$ cat config.mk
export PLATFORM = sky130hd
export DESIGN_NAME = ppt_csr
export DESIGN_NICKNAME = d
export VERILOG_FILES = /design/src/rtl/core/assert_macros.svh /design/src/rtl/core/ppt_pkg.sv /design/src/rtl/core/ppt_csr.sv
export SDC_FILE = /design/constraint.sdc
export NUM_CORES = 1
export LEC_CHECK = 0
export BUFFER_PORTS_ARGS = -buffer_cell sky130_fd_sc_hd__buf_2
export CAP_MARGIN = 30
export CORE_ASPECT_RATIO = 0.5
export CORE_UTILIZATION = 55
export DETAILED_ROUTE_END_ITERATION = 7
export PLACE_DENSITY = 0.85
export SLEW_MARGIN = 10
export SYNTH_ARGS = -nofsm -noshare
export SYNTH_HDL_FRONTEND = slang
export SYNTH_SLANG_ARGS = --single-unit
$ cat constraint.sdc
create_clock -name clock -period 2.45 [get_ports clock]
set_input_delay 0.3675 -clock clock [delete_from_list [all_inputs] [get_ports clock]]
set_output_delay 0.3675 -clock clock [all_outputs]
set_load 0.02 [all_outputs]
$ cat src/rtl/core/assert_macros.svh
// ----------------------------------------------------------------------------
// assert_macros.svh
// Assertion shorthands for the RTL of the point transform block.
// ----------------------------------------------------------------------------
`ifndef ASSERT_MACROS_SVH
`define ASSERT_MACROS_SVH

// The consequent must hold whenever the antecedent holds, outside reset.
`define ASSERT_IMPLIES(lbl, clk, rst, ante, cons) \
   lbl: assert property (@(posedge clk) disable iff (rst) (ante) |-> (cons)) \
      else $error("implication check failed");

// The expression must never be true outside reset.
`define ASSERT_NEVER(lbl, clk, rst, expr) \
   lbl: assert property (@(posedge clk) disable iff (rst) !(expr)) \
      else $error("forbidden condition seen");

`endif

$ cat src/rtl/core/ppt_pkg.sv
// ----------------------------------------------------------------------------
// ppt_pkg
// Types and constants shared by the point transform block.
// ----------------------------------------------------------------------------
package ppt_pkg;

   localparam int COORD_W  = 32;
   localparam int GAIN_W   = 64;
   localparam int PROD_W   = 64;
   localparam int SUM_W    = 66;
   localparam int MAG_W    = 64;
   localparam int IDX_W    = 3;
   localparam int DIV_STEPS = 32;

   localparam logic signed [COORD_W-1:0] COORD_MAX = 32'sh7FFF_FFFF;
   localparam logic signed [COORD_W-1:0] COORD_MIN = 32'sh8000_0000;

   typedef enum logic [IDX_W-1:0] {
      REG_MODE     = 3'd0,
      REG_X_GAINS  = 3'd1,
      REG_X_OFFSET = 3'd2,
      REG_Y_GAINS  = 3'd3,
      REG_Y_OFFSET = 3'd4,
      REG_W_GAINS  = 3'd5,
      REG_W_OFFSET = 3'd6
   } csr_index_type;

   typedef enum logic {
      MODE_LINEAR     = 1'b0,
      MODE_PROJECTIVE = 1'b1
   } mode_type;

   typedef struct packed {
      mode_type                    mode;
      logic signed [COORD_W-1:0]   a;
      logic signed [COORD_W-1:0]   b;
      logic signed [COORD_W-1:0]   c;
      logic signed [COORD_W-1:0]   d;
      logic signed [COORD_W-1:0]   e;
      logic signed [COORD_W-1:0]   f;
      logic signed [COORD_W-1:0]   g;
      logic signed [COORD_W-1:0]   h;
      logic signed [COORD_W-1:0]   i;
   } cfg_type;

   // One divider lane: partial remainder, unused dividend bits, quotient so far, sign and overflow flag.
   typedef struct packed {
      logic [MAG_W-1:0]     rem;
      logic [COORD_W-1:0]   dvd_lo;
      logic [COORD_W-1:0]   quo;
      logic                 neg;
      logic                 ovf;
   } div_lane_type;

   // Values that ride alongside the divider.
   typedef struct packed {
      mode_type                    mode;
      logic signed [COORD_W-1:0]   lin_x;
      logic signed [COORD_W-1:0]   lin_y;
      logic                        lin_sat;
   } side_type;

endpackage

$ cat src/rtl/core/ppt_csr.sv
// ----------------------------------------------------------------------------
// ppt_csr
// Configuration registers of the point transform block.
// ----------------------------------------------------------------------------
module ppt_csr #(
   parameter int FRAC_BITS = 16
) (
   input  logic                         clock,
   input  logic                         reset,
   input  logic                         csr_we,
   input  logic [ppt_pkg::IDX_W-1:0]    csr_index,
   input  logic [ppt_pkg::GAIN_W-1:0]   csr_wdata,
   output ppt_pkg::cfg_type             cfg
);

   localparam logic signed [ppt_pkg::COORD_W-1:0] ONE =
      ppt_pkg::COORD_W'(1) << FRAC_BITS;

   ppt_pkg::cfg_type cfg_ff, cfg_in;

   always_comb begin
      cfg_in = cfg_ff;
      if (csr_we) begin
         unique case (ppt_pkg::csr_index_type'(csr_index))
            ppt_pkg::REG_MODE: begin
               cfg_in.mode = ppt_pkg::mode_type'(csr_wdata[0]);
            end
            ppt_pkg::REG_X_GAINS: begin
               cfg_in.a = csr_wdata[63:32];
               cfg_in.b = csr_wdata[31:0];
            end
            ppt_pkg::REG_X_OFFSET: begin
               cfg_in.c = csr_wdata[31:0];
            end
            ppt_pkg::REG_Y_GAINS: begin
               cfg_in.d = csr_wdata[63:32];
               cfg_in.e = csr_wdata[31:0];
            end
            ppt_pkg::REG_Y_OFFSET: begin
               cfg_in.f = csr_wdata[31:0];
            end
            ppt_pkg::REG_W_GAINS: begin
               cfg_in.g = csr_wdata[63:32];
               cfg_in.h = csr_wdata[31:0];
            end
            ppt_pkg::REG_W_OFFSET: begin
               cfg_in.i = csr_wdata[31:0];
            end
            default: begin
               cfg_in = cfg_ff;
            end
         endcase
      end
   end

   always_ff @(posedge clock) begin
      if (reset) begin
         cfg_ff.mode <= ppt_pkg::MODE_LINEAR;
         cfg_ff.a    <= ONE;
         cfg_ff.b    <= '0;
         cfg_ff.c    <= '0;
         cfg_ff.d    <= '0;
         cfg_ff.e    <= ONE;
         cfg_ff.f    <= '0;
         cfg_ff.g    <= '0;
         cfg_ff.h    <= '0;
         cfg_ff.i    <= ONE;
      end else begin
         cfg_ff <= cfg_in;
      end
   end

   assign cfg = cfg_ff;

endmodule

==> flow_summary.toml <==
[timing]
slew_viol_final = 0
worst-slew-pin-transition_ps = 652
skew_ps = 0
grt_setup_unrepaired = "no"
fmax_mhz = 688
hold_viol_final = 0
setup_violations = 0
tns_ps = 0
slew_headroom_pct = 56.4
finalCriticalPeriod_ps = 1450
timing.final.crit_share_pct = 59.3

[die]
die_h_um = 105
initial_core_util_pct = 56.2
core_area_sq_mm = 0.0206
die_x_um = 207
io_pins = 359
num_rows = 37
die_area_sq_mm = 0.0217

[cts]
htreeDepth = 1
cts_tree = "yes"
clock-sinks = 289
hold_buffers = 0
root_buffer = "clkbuf_16"
clk_pin_slew_ps = 70
clockBufferDepth = 3
postCtsResizedCells = 0
cts_buffers = 25
insertion_delay_ps = 530
post_cts_buffers = 0

[run_status]
status = "finished, final reports clean"

[critical_path]
reg2reg_slack_ps = 1760
crit_chain = "buf_2"
critical_path.slowest_cell = "dfxtp_1"
critPathMaxStageDelay_ps = 370
cp.required_ps = 2080
worst_setup_path_end_kind = "output pin"
reg2reg_depth = 2
critical_path_class = "reg2out"
start_kind = "flop"
critPathMaxFanout = 2
r2r-start = "cfg[26]"
critPathBufInv = 1
cp_top_family = "flip-flops"
rr_endpoint = "cfg[26]"
arrival_ps = 1090

[synthesis]
syn-cell-area_sq_mm = 0.0116
yosysSeqAreaShare_pct = 50.0
syn_nets = 1088
synth-seq-cells = 289
syn_area_per_cell_sq_um = 11.4
synthCells = 1018
ys_types = 14
synth_warnings = 0

[detailed_routing]
drt_wl_total_um = 28900
first_pass_iters = 4
final_antenna_net_count = 0
wl_per_cell_um = 17.6
drcViolationCount = 0
first_iter_violations = 454
via_per_inst = 5.07
num_vias = 8307

[cells_and_area]
final_cell_mix = "buf_2 (357), nand2b_1 (350), mux2i_1 (289), dfxtp_1 (289), clkbuf_16 (25)"
layout-drive-gt1-share_pct = 31.1
largest_reg_flops = 289
instances_no_fill = 1640
nets = 1418
syn_to_final_growth_pct = 23.4
final_common_cell = "buf_2"
multi_input_area_sq_mm = 0.00527
final-seq-area_sq_mm = 0.00579
fillers = 1591

[global_routing]
antenna_found_initial = 2
grt_pass1_wl_um = 45300
grt_pass1_vias = 8291
gr-total-overflow = 0
grt_util_all_layers_pct = 26.0
grt_max_degree = 94

[place]
dpl.cell_count = 1594
dpl.hpwl_um = 20400
gp_congestion = 0.827
io_buffers = 358

[worst_hold_path]
holdPathStages = 3
hold_class = "in2reg"
holdPathEnd = "cfg[272]"
hp-start = "csr_wdata[48]"

[run]
drv_cap = 0

[power]
p_total_mw = 9.70
p_leak_nw = 7.62
powerDensity_mw_per_mm2 = 679
ir_drop_mv = 0.424
## cell families (layout without fill, tap and decap cells)
logic type	Yosys count	count (layout)	share of synthesized area, %
muxes	289	289	25.0
other	0	2	0
and+or+nand+nor	364	364	20.3
buffers and inverters	76	423	4.76
DFF	289	289	50.0
## worst max-delay path by stage
stage	cells past startpoint	slack, ps	end	start
5_1_grt	1	940	cfg[96]	cfg[96]
3_5_place_dp	4	520	cfg[87]	csr_we
3_3_place_gp	4	560	cfg[43]	csr_we
4_1_cts	1	980	cfg[71]	cfg[71]
2_1_floorplan	5	1150	cfg[224]	csr_index[1]
6_report	1	1000	cfg[71]	cfg[71]
## worst reg2reg max path, cell delays in order (launching register included)
cell	delay, ps
dfxtp_1	340
nand2b_1	90
mux2i_1	180
## synthesized netlist by cell type (all sizes together)
cell / count / share of area, %
and4b: 1 / 0.086
clkbuf: 37 / 1.2
buf: 39 / 3.6
nand4b: 3 / 0.62
nand2b: 350 / 19
and4bb: 1 / 0.11
nand4bb: 3 / 0.29
mux2i: 289 / 25
dfxtp: 289 / 50
nor2: 5 / 0.16
nor4b: 1 / 0.076
## report_power, final
part,leakage [nW],switching [mW],internal (mW)
Combinational,4.86,0.465,0.335
Sequential,2.34,0.0552,4.80
Clock,0.415,1.74,2.30
## final cells by class
class	instances	share of cell area [%]
Sequential cell	289	40.5
Clock inverter	8	0.657
Antenna cell	2	0.0350
Clock buffer	36	5.16
Timing Repair Buffer	379	14.3
Multi-Input combinational cell	653	36.9
Tap cell	273	2.39
## per-stage QoR
step / hold WS [ps] / instance area (sq um) / util (%) / setup WS, ps
floorplan: 535 / 11600 / - / 1150
global placement: 454 / 13400 / 65.3 / 556
detailed placement: 460 / 13400 / 65.3 / 518
CTS: 111 / 14300 / 69.3 / 980
global route: 125 / 14300 / 69.3 / 944
finish: 124 / 14300 / 69.3 / 996
## metal layers
metal / track usage, % / vias up / part of all wire, %
met3: 5.71 / 51 / 4.5
met5: 0 / - / 0
met2: 43.9 / 231 / 48
met4: 7.78 / 0 / 2.6
li1: - / 4015 / -
met1: 33.4 / 4010 / 45
Note: power is estimated with default switching activity, not from simulation.
