### config.mk
export PLATFORM = sky130hd
export DESIGN_NAME = ppt_div_stage
export DESIGN_NICKNAME = d
export VERILOG_FILES = /design/src/rtl/core/assert_macros.svh /design/src/rtl/core/ppt_pkg.sv /design/src/rtl/core/ppt_div_stage.sv
export SDC_FILE = /design/constraint.sdc
export NUM_CORES = 1
export LEC_CHECK = 0
export BUFFER_PORTS_ARGS = -buffer_cell sky130_fd_sc_hd__buf_2
export CAP_MARGIN = 20
export CORE_AREA = 8 8 296 298
export DETAILED_ROUTE_END_ITERATION = 16
export DIE_AREA = 0 0 304 306
export PLACE_DENSITY_LB_ADDON = 0.25
export SLEW_MARGIN = 20
export SYNTH_ARGS = -nofsm -noshare
export SYNTH_HDL_FRONTEND = slang
export SYNTH_SLANG_ARGS = --single-unit
### constraint.sdc
create_clock -name clock -period 6.6 [get_ports clock]
set_clock_uncertainty 0.1 [all_clocks]
set_input_delay 0.33 -clock clock [delete_from_list [all_inputs] [get_ports clock]]
set_output_delay 0.33 -clock clock [all_outputs]
set_load 0.1 [all_outputs]
### src/rtl/core/assert_macros.svh
// ----------------------------------------------------------------------------
// assert_macros.svh
// Assertion shorthands for the RTL of the point transform block.
// ----------------------------------------------------------------------------
`ifndef ASSERT_MACROS_SVH
`define ASSERT_MACROS_SVH

// The consequent must hold whenever the antecedent holds, outside reset.
`define ASSERT_IMPLIES(lbl, clk, rst, ante, cons) \
   lbl: assert property (@(posedge clk) disable iff (rst) (ante) |-> (cons)) \
      else $error("implication check failed");

// The expression must never be true outside reset.
`define ASSERT_NEVER(lbl, clk, rst, expr) \
   lbl: assert property (@(posedge clk) disable iff (rst) !(expr)) \
      else $error("forbidden condition seen");

`endif

### src/rtl/core/ppt_pkg.sv
// ----------------------------------------------------------------------------
// ppt_pkg
// Types and constants shared by the point transform block.
// ----------------------------------------------------------------------------
package ppt_pkg;

   localparam int COORD_W  = 32;
   localparam int GAIN_W   = 64;
   localparam int PROD_W   = 64;
   localparam int SUM_W    = 66;
   localparam int MAG_W    = 64;
   localparam int IDX_W    = 3;
   localparam int DIV_STEPS = 32;

   localparam logic signed [COORD_W-1:0] COORD_MAX = 32'sh7FFF_FFFF;
   localparam logic signed [COORD_W-1:0] COORD_MIN = 32'sh8000_0000;

   typedef enum logic [IDX_W-1:0] {
      REG_MODE     = 3'd0,
      REG_X_GAINS  = 3'd1,
      REG_X_OFFSET = 3'd2,
      REG_Y_GAINS  = 3'd3,
      REG_Y_OFFSET = 3'd4,
      REG_W_GAINS  = 3'd5,
      REG_W_OFFSET = 3'd6
   } csr_index_type;

   typedef enum logic {
      MODE_LINEAR     = 1'b0,
      MODE_PROJECTIVE = 1'b1
   } mode_type;

   typedef struct packed {
      mode_type                    mode;
      logic signed [COORD_W-1:0]   a;
      logic signed [COORD_W-1:0]   b;
      logic signed [COORD_W-1:0]   c;
      logic signed [COORD_W-1:0]   d;
      logic signed [COORD_W-1:0]   e;
      logic signed [COORD_W-1:0]   f;
      logic signed [COORD_W-1:0]   g;
      logic signed [COORD_W-1:0]   h;
      logic signed [COORD_W-1:0]   i;
   } cfg_type;

   // One divider lane: partial remainder, unused dividend bits, quotient so far, sign and overflow flag.
   typedef struct packed {
      logic [MAG_W-1:0]     rem;
      logic [COORD_W-1:0]   dvd_lo;
      logic [COORD_W-1:0]   quo;
      logic                 neg;
      logic                 ovf;
   } div_lane_type;

   // Values that ride alongside the divider.
   typedef struct packed {
      mode_type                    mode;
      logic signed [COORD_W-1:0]   lin_x;
      logic signed [COORD_W-1:0]   lin_y;
      logic                        lin_sat;
   } side_type;

endpackage

### src/rtl/core/ppt_div_stage.sv
// ----------------------------------------------------------------------------
// ppt_div_stage
// One restoring division step for the x and y lanes, registered.
// ----------------------------------------------------------------------------
module ppt_div_stage (
   input  logic                           clock,
   input  logic                           reset,
   input  logic                           in_valid,
   input  ppt_pkg::div_lane_type          in_x,
   input  ppt_pkg::div_lane_type          in_y,
   input  logic [ppt_pkg::MAG_W-1:0]      in_divisor,
   input  ppt_pkg::side_type              in_side,
   output logic                           out_valid,
   output ppt_pkg::div_lane_type          out_x,
   output ppt_pkg::div_lane_type          out_y,
   output logic [ppt_pkg::MAG_W-1:0]      out_divisor,
   output ppt_pkg::side_type              out_side
);

   function automatic ppt_pkg::div_lane_type step(
      input ppt_pkg::div_lane_type   lane,
      input logic [ppt_pkg::MAG_W-1:0] dv
   );
      logic [ppt_pkg::MAG_W:0]  trial;
      logic                     ge;
      ppt_pkg::div_lane_type    res;
      trial      = {lane.rem, lane.dvd_lo[ppt_pkg::COORD_W-1]};
      ge         = trial >= {1'b0, dv};
      res        = lane;
      res.rem    = ge ? ppt_pkg::MAG_W'(trial - {1'b0, dv})
                      : trial[ppt_pkg::MAG_W-1:0];
      res.dvd_lo = lane.dvd_lo << 1;
      res.quo    = {lane.quo[ppt_pkg::COORD_W-2:0], ge};
      return res;
   endfunction

   logic                       valid_ff;
   ppt_pkg::div_lane_type      x_ff, y_ff;
   logic [ppt_pkg::MAG_W-1:0]  divisor_ff;
   ppt_pkg::side_type          side_ff;

   always_ff @(posedge clock) begin
      if (reset) begin
         valid_ff <= 1'b0;
      end else begin
         valid_ff <= in_valid;
      end
      x_ff       <= step(in_x, in_divisor);
      y_ff       <= step(in_y, in_divisor);
      divisor_ff <= in_divisor;
      side_ff    <= in_side;
   end

   assign out_valid   = valid_ff;
   assign out_x       = x_ff;
   assign out_y       = y_ff;
   assign out_divisor = divisor_ff;
   assign out_side    = side_ff;

endmodule

==> flow_metrics.py <==
metrics = {
    "detailed_routing": {
        "post_drt_wl_per_cell_um": 22.7,
        "ant_nets": 0,
        "wl_um": 93400,
        "viasPerCell": 4.31,
        "drt-initial-drc-count": 856,
        "vias": 17700,
        "drc": 0,
        "drtPass1Iterations": 4,
    },
    "clock_tree": {
        "htree_levels": 2,
        "cts_root_buffer": "clkbuf_16",
        "cts_buffers": 48,
        "clk_pin_slew_ns": 0.06,
        "clock-sinks": 389,
        "clockBufferDepth": 3,
        "cts_tree": "yes",
    },
    "yosys": {
        "netlist_area_um2": 16900,
        "synth_mux_area_frac": 0.0140,
        "yosysTopAreaCell": "dfxtp_1",
        "ys_async_sr_fraction": 0,
        "synth_top_area_frac": 0.461,
        "synthTopCellsByCount": "389 x dfxtp_1, 246 x a21oi_1, 173 x nor2_1",
        "synth_top_family_by_area": "compound AO/OA/AOI/OAI gates",
        "synth_cells": 1838,
        "yosysSeqAreaShare": 0.461,
        "ys_ff_latch": 389,
        "synth_compound_area_frac": 0.196,
        "synth-main-ff-cell": "dfxtp_1",
        "yosys.area_share.simple": 0.125,
        "synth_edf_count": 0,
        "yosys.area_share.adder": 0.0972,
        "synthXorXnorAreaFrac": 0.0612,
        "yosysMostFrequentCell": "dfxtp_1",
        "synth_cell_types": 81,
        "synth.avg_cell_area_um2": 9.19,
        "synthTopCellsByArea": "dfxtp_1 46%, ha_1 9.5%, a21oi_1 7.3%",
        "synth_warnings": 0,
    },
    "floorplan": {
        "ios": 784,
        "die_area_um2": 93000,
        "initial_core_util": 0.204,
        "die_x_um": 304,
        "row_count": 106,
        "die_y_um": 306,
        "fp.coreArea_um2": 82900,
    },
    "pwr": {
        "p_int_w": 0.00504,
        "seqPwrFrac": 0.294,
        "ir_drop_mv": 0.224,
        "p_comb_frac": 0.407,
        "power.share.clock": 0.299,
        "p_per_area_nw_per_um2": 332,
        "switchingPower_w": 0.00406,
        "power.leakage_nw": 12.8,
        "switching_share": 0.446,
        "p_total_w": 0.00910,
    },
    "final_layout": {
        "multi_input_area_um2": 8360,
        "seqCellArea_um2": 7790,
        "fillers": 8709,
        "nets": 3500,
        "postLayoutCellArea_um2": 27400,
        "areaGrowthSynthToFinish_pct": 62.3,
        "drive_above_1_share": 0.299,
    },
    "global_routing": {
        "antenna_found_initial": 20,
        "grt_use_total": 0.190,
        "grt_pass1_wl_um": 132000,
        "grt_max_degree": 89,
        "overflow": 0,
        "grt_pass1_vias": 18400,
    },
    "sta": {
        "worstMarginPinSlew_ns": 0.875,
        "maxSlewViolCount": 0,
        "fmax_mhz": 220,
        "period_minus_slack_ns": 4.54,
        "relSlewSlack": 0.414,
        "setup_violations": 0,
        "hold_viol": 0,
        "grt_setup_unrepaired": "no",
        "fin_tns_setup_ns": 0,
        "min_period_over_period": 0.688,
    },
    "place": {
        "portBuffers": 779,
        "gp_congestion": 0.902,
        "hpwl_um": 78200,
        "place_area_um2": 21900,
    },
    "status": {
        "status": "completed",
    },
    "worst_setup_path": {
        "cp_data_arrival_time_ns": 4.91,
        "cp_max_fo": 39,
        "crit_path_start": "in_divisor[38]",
        "endpoint_kind": "flip-flop",
        "critPathKind": "primary input to flip-flop",
        "worstPathRequired_ns": 6.97,
        "worstSetupEndpoint": "out_x[115]",
        "startpoint_type": "primary input",
    },
    "min_path": {
        "min_path_type": "primary input to flip-flop",
    },
    "flow_run": {
        "drv_cap": 0,
    },
}
## through the flow
stage,util,cells,hold WS [ns],worst slack [ns]
2_1_floorplan,-,1839,0.258,3.46
3_3_place_gp,0.264,3620,0.332,1.88
3_5_place_dp,0.264,3620,0.334,1.83
4_1_cts,0.330,4096,0.0129,1.89
5_1_grt,0.331,4104,0.0293,1.66
6_report,0.331,4109,0.0416,2.06
## power groups by stage
stage,Combinational (W),Clock (W),Sequential (W)
global route,0.00387,0.00291,0.00270
detailed placement,0.00352,0,0.00272
finish,0.00370,0.00272,0.00267
floorplan,0.000801,0,0.00462
global placement,0.00353,0,0.00272
CTS,0.00374,0.00283,0.00267
## worst max-delay path, stage by stage
cell,delay [ns]
dlygate4sd3_1,0.55
buf_2,0.12
inv_1,0.05
ha_1,0.39
a21oi_1,0.09
o21ai_0,0.31
a21oi_1,0.17
nor2_1,0.35
nand4_1,0.26
a21oi_1,0.28
o31ai_1,0.12
o31a_1,0.24
buf_4,0.27
inv_2,0.64
buf_12,0.26
mux2_2,0.35
## cells by family after synthesis
family	Yosys count
and+or+nand+nor	455
buffers and inverters	186
AOI/OAI and AO/OA	538
muxes	21
adders and majority gates	130
DFF	389
other	1
xor gates and xnor gates	118
## routing by layer
layer  GRT usage  part of all wire
met5           0           0.00040
met4      0.0661             0.039
met3      0.0420             0.054
met2       0.347              0.50
met1       0.218              0.40
## layout by cell type, fill, tap and decap left out, types with 11 or more instances in the layout
master / synthesis / final
nand4_1: 43 / 43
and3_1: 12 / 12
buf_2: 33 / 779
dfxtp_1: 389 / 389
clkbuf_16: 0 / 49
a31oi_1: 17 / 17
mux2_2: 14 / 14
clkbuf_1: 48 / 13
a21o_1: 55 / 55
nand2b_1: 11 / 11
ha_1: 128 / 128
nor3_1: 21 / 21
diode_2: 0 / 13
nor2_1: 173 / 173
nand2_1: 122 / 122
o21ai_0: 86 / 86
o21bai_1: 32 / 32
o21a_1: 12 / 12
xnor2_1: 77 / 77
dlygate4sd3_1: 0 / 387
inv_1: 98 / 98
a21oi_1: 246 / 246
nand3_1: 23 / 23
xor2_1: 41 / 41
## registers in the layout, indices dropped and copies added (netlist names)
name	flops
out_divisor	64
out_side	66
out_valid	1
out_x	129
out_y	129
## worst min path at each step
stage                        startpoint              to  slack [ns]  cells after the start
after floorplan           in_divisor[0]  out_divisor[0]        0.26                      0
after global placement         in_y[49]       out_y[50]        0.33                      1
after detailed placement       in_y[64]       out_y[65]        0.33                      1
after CTS                      in_y[67]       out_y[68]        0.01                      3
after global routing           in_y[67]       out_y[68]        0.03                      3
final                          in_y[67]       out_y[68]        0.04                      3
## what timing repair did
| item | in CTS | in global routing |
|---|---|---|
| endpoints found under the hold margin | 386 | 0 |
| hold buffers | 387 | 0 |
| buffers inserted | 0 | 0 |
| gates resized for setup | 0 | 0 |
## area by class of cell
| class | count | share of cell area |
|---|---|---|
| Multi-Input combinational cell | 1264 | 0.305 |
| Antenna cell | 13 | 0.00119 |
| Timing Repair Buffer | 1175 | 0.287 |
| Clock inverter | 20 | 0.00940 |
| Inverter | 99 | 0.0136 |
| Sequential cell | 389 | 0.284 |
| Tap cell | 1080 | 0.0493 |
| Clock buffer | 69 | 0.0500 |
No activity file was read; power rests on OpenSTA's default activity.
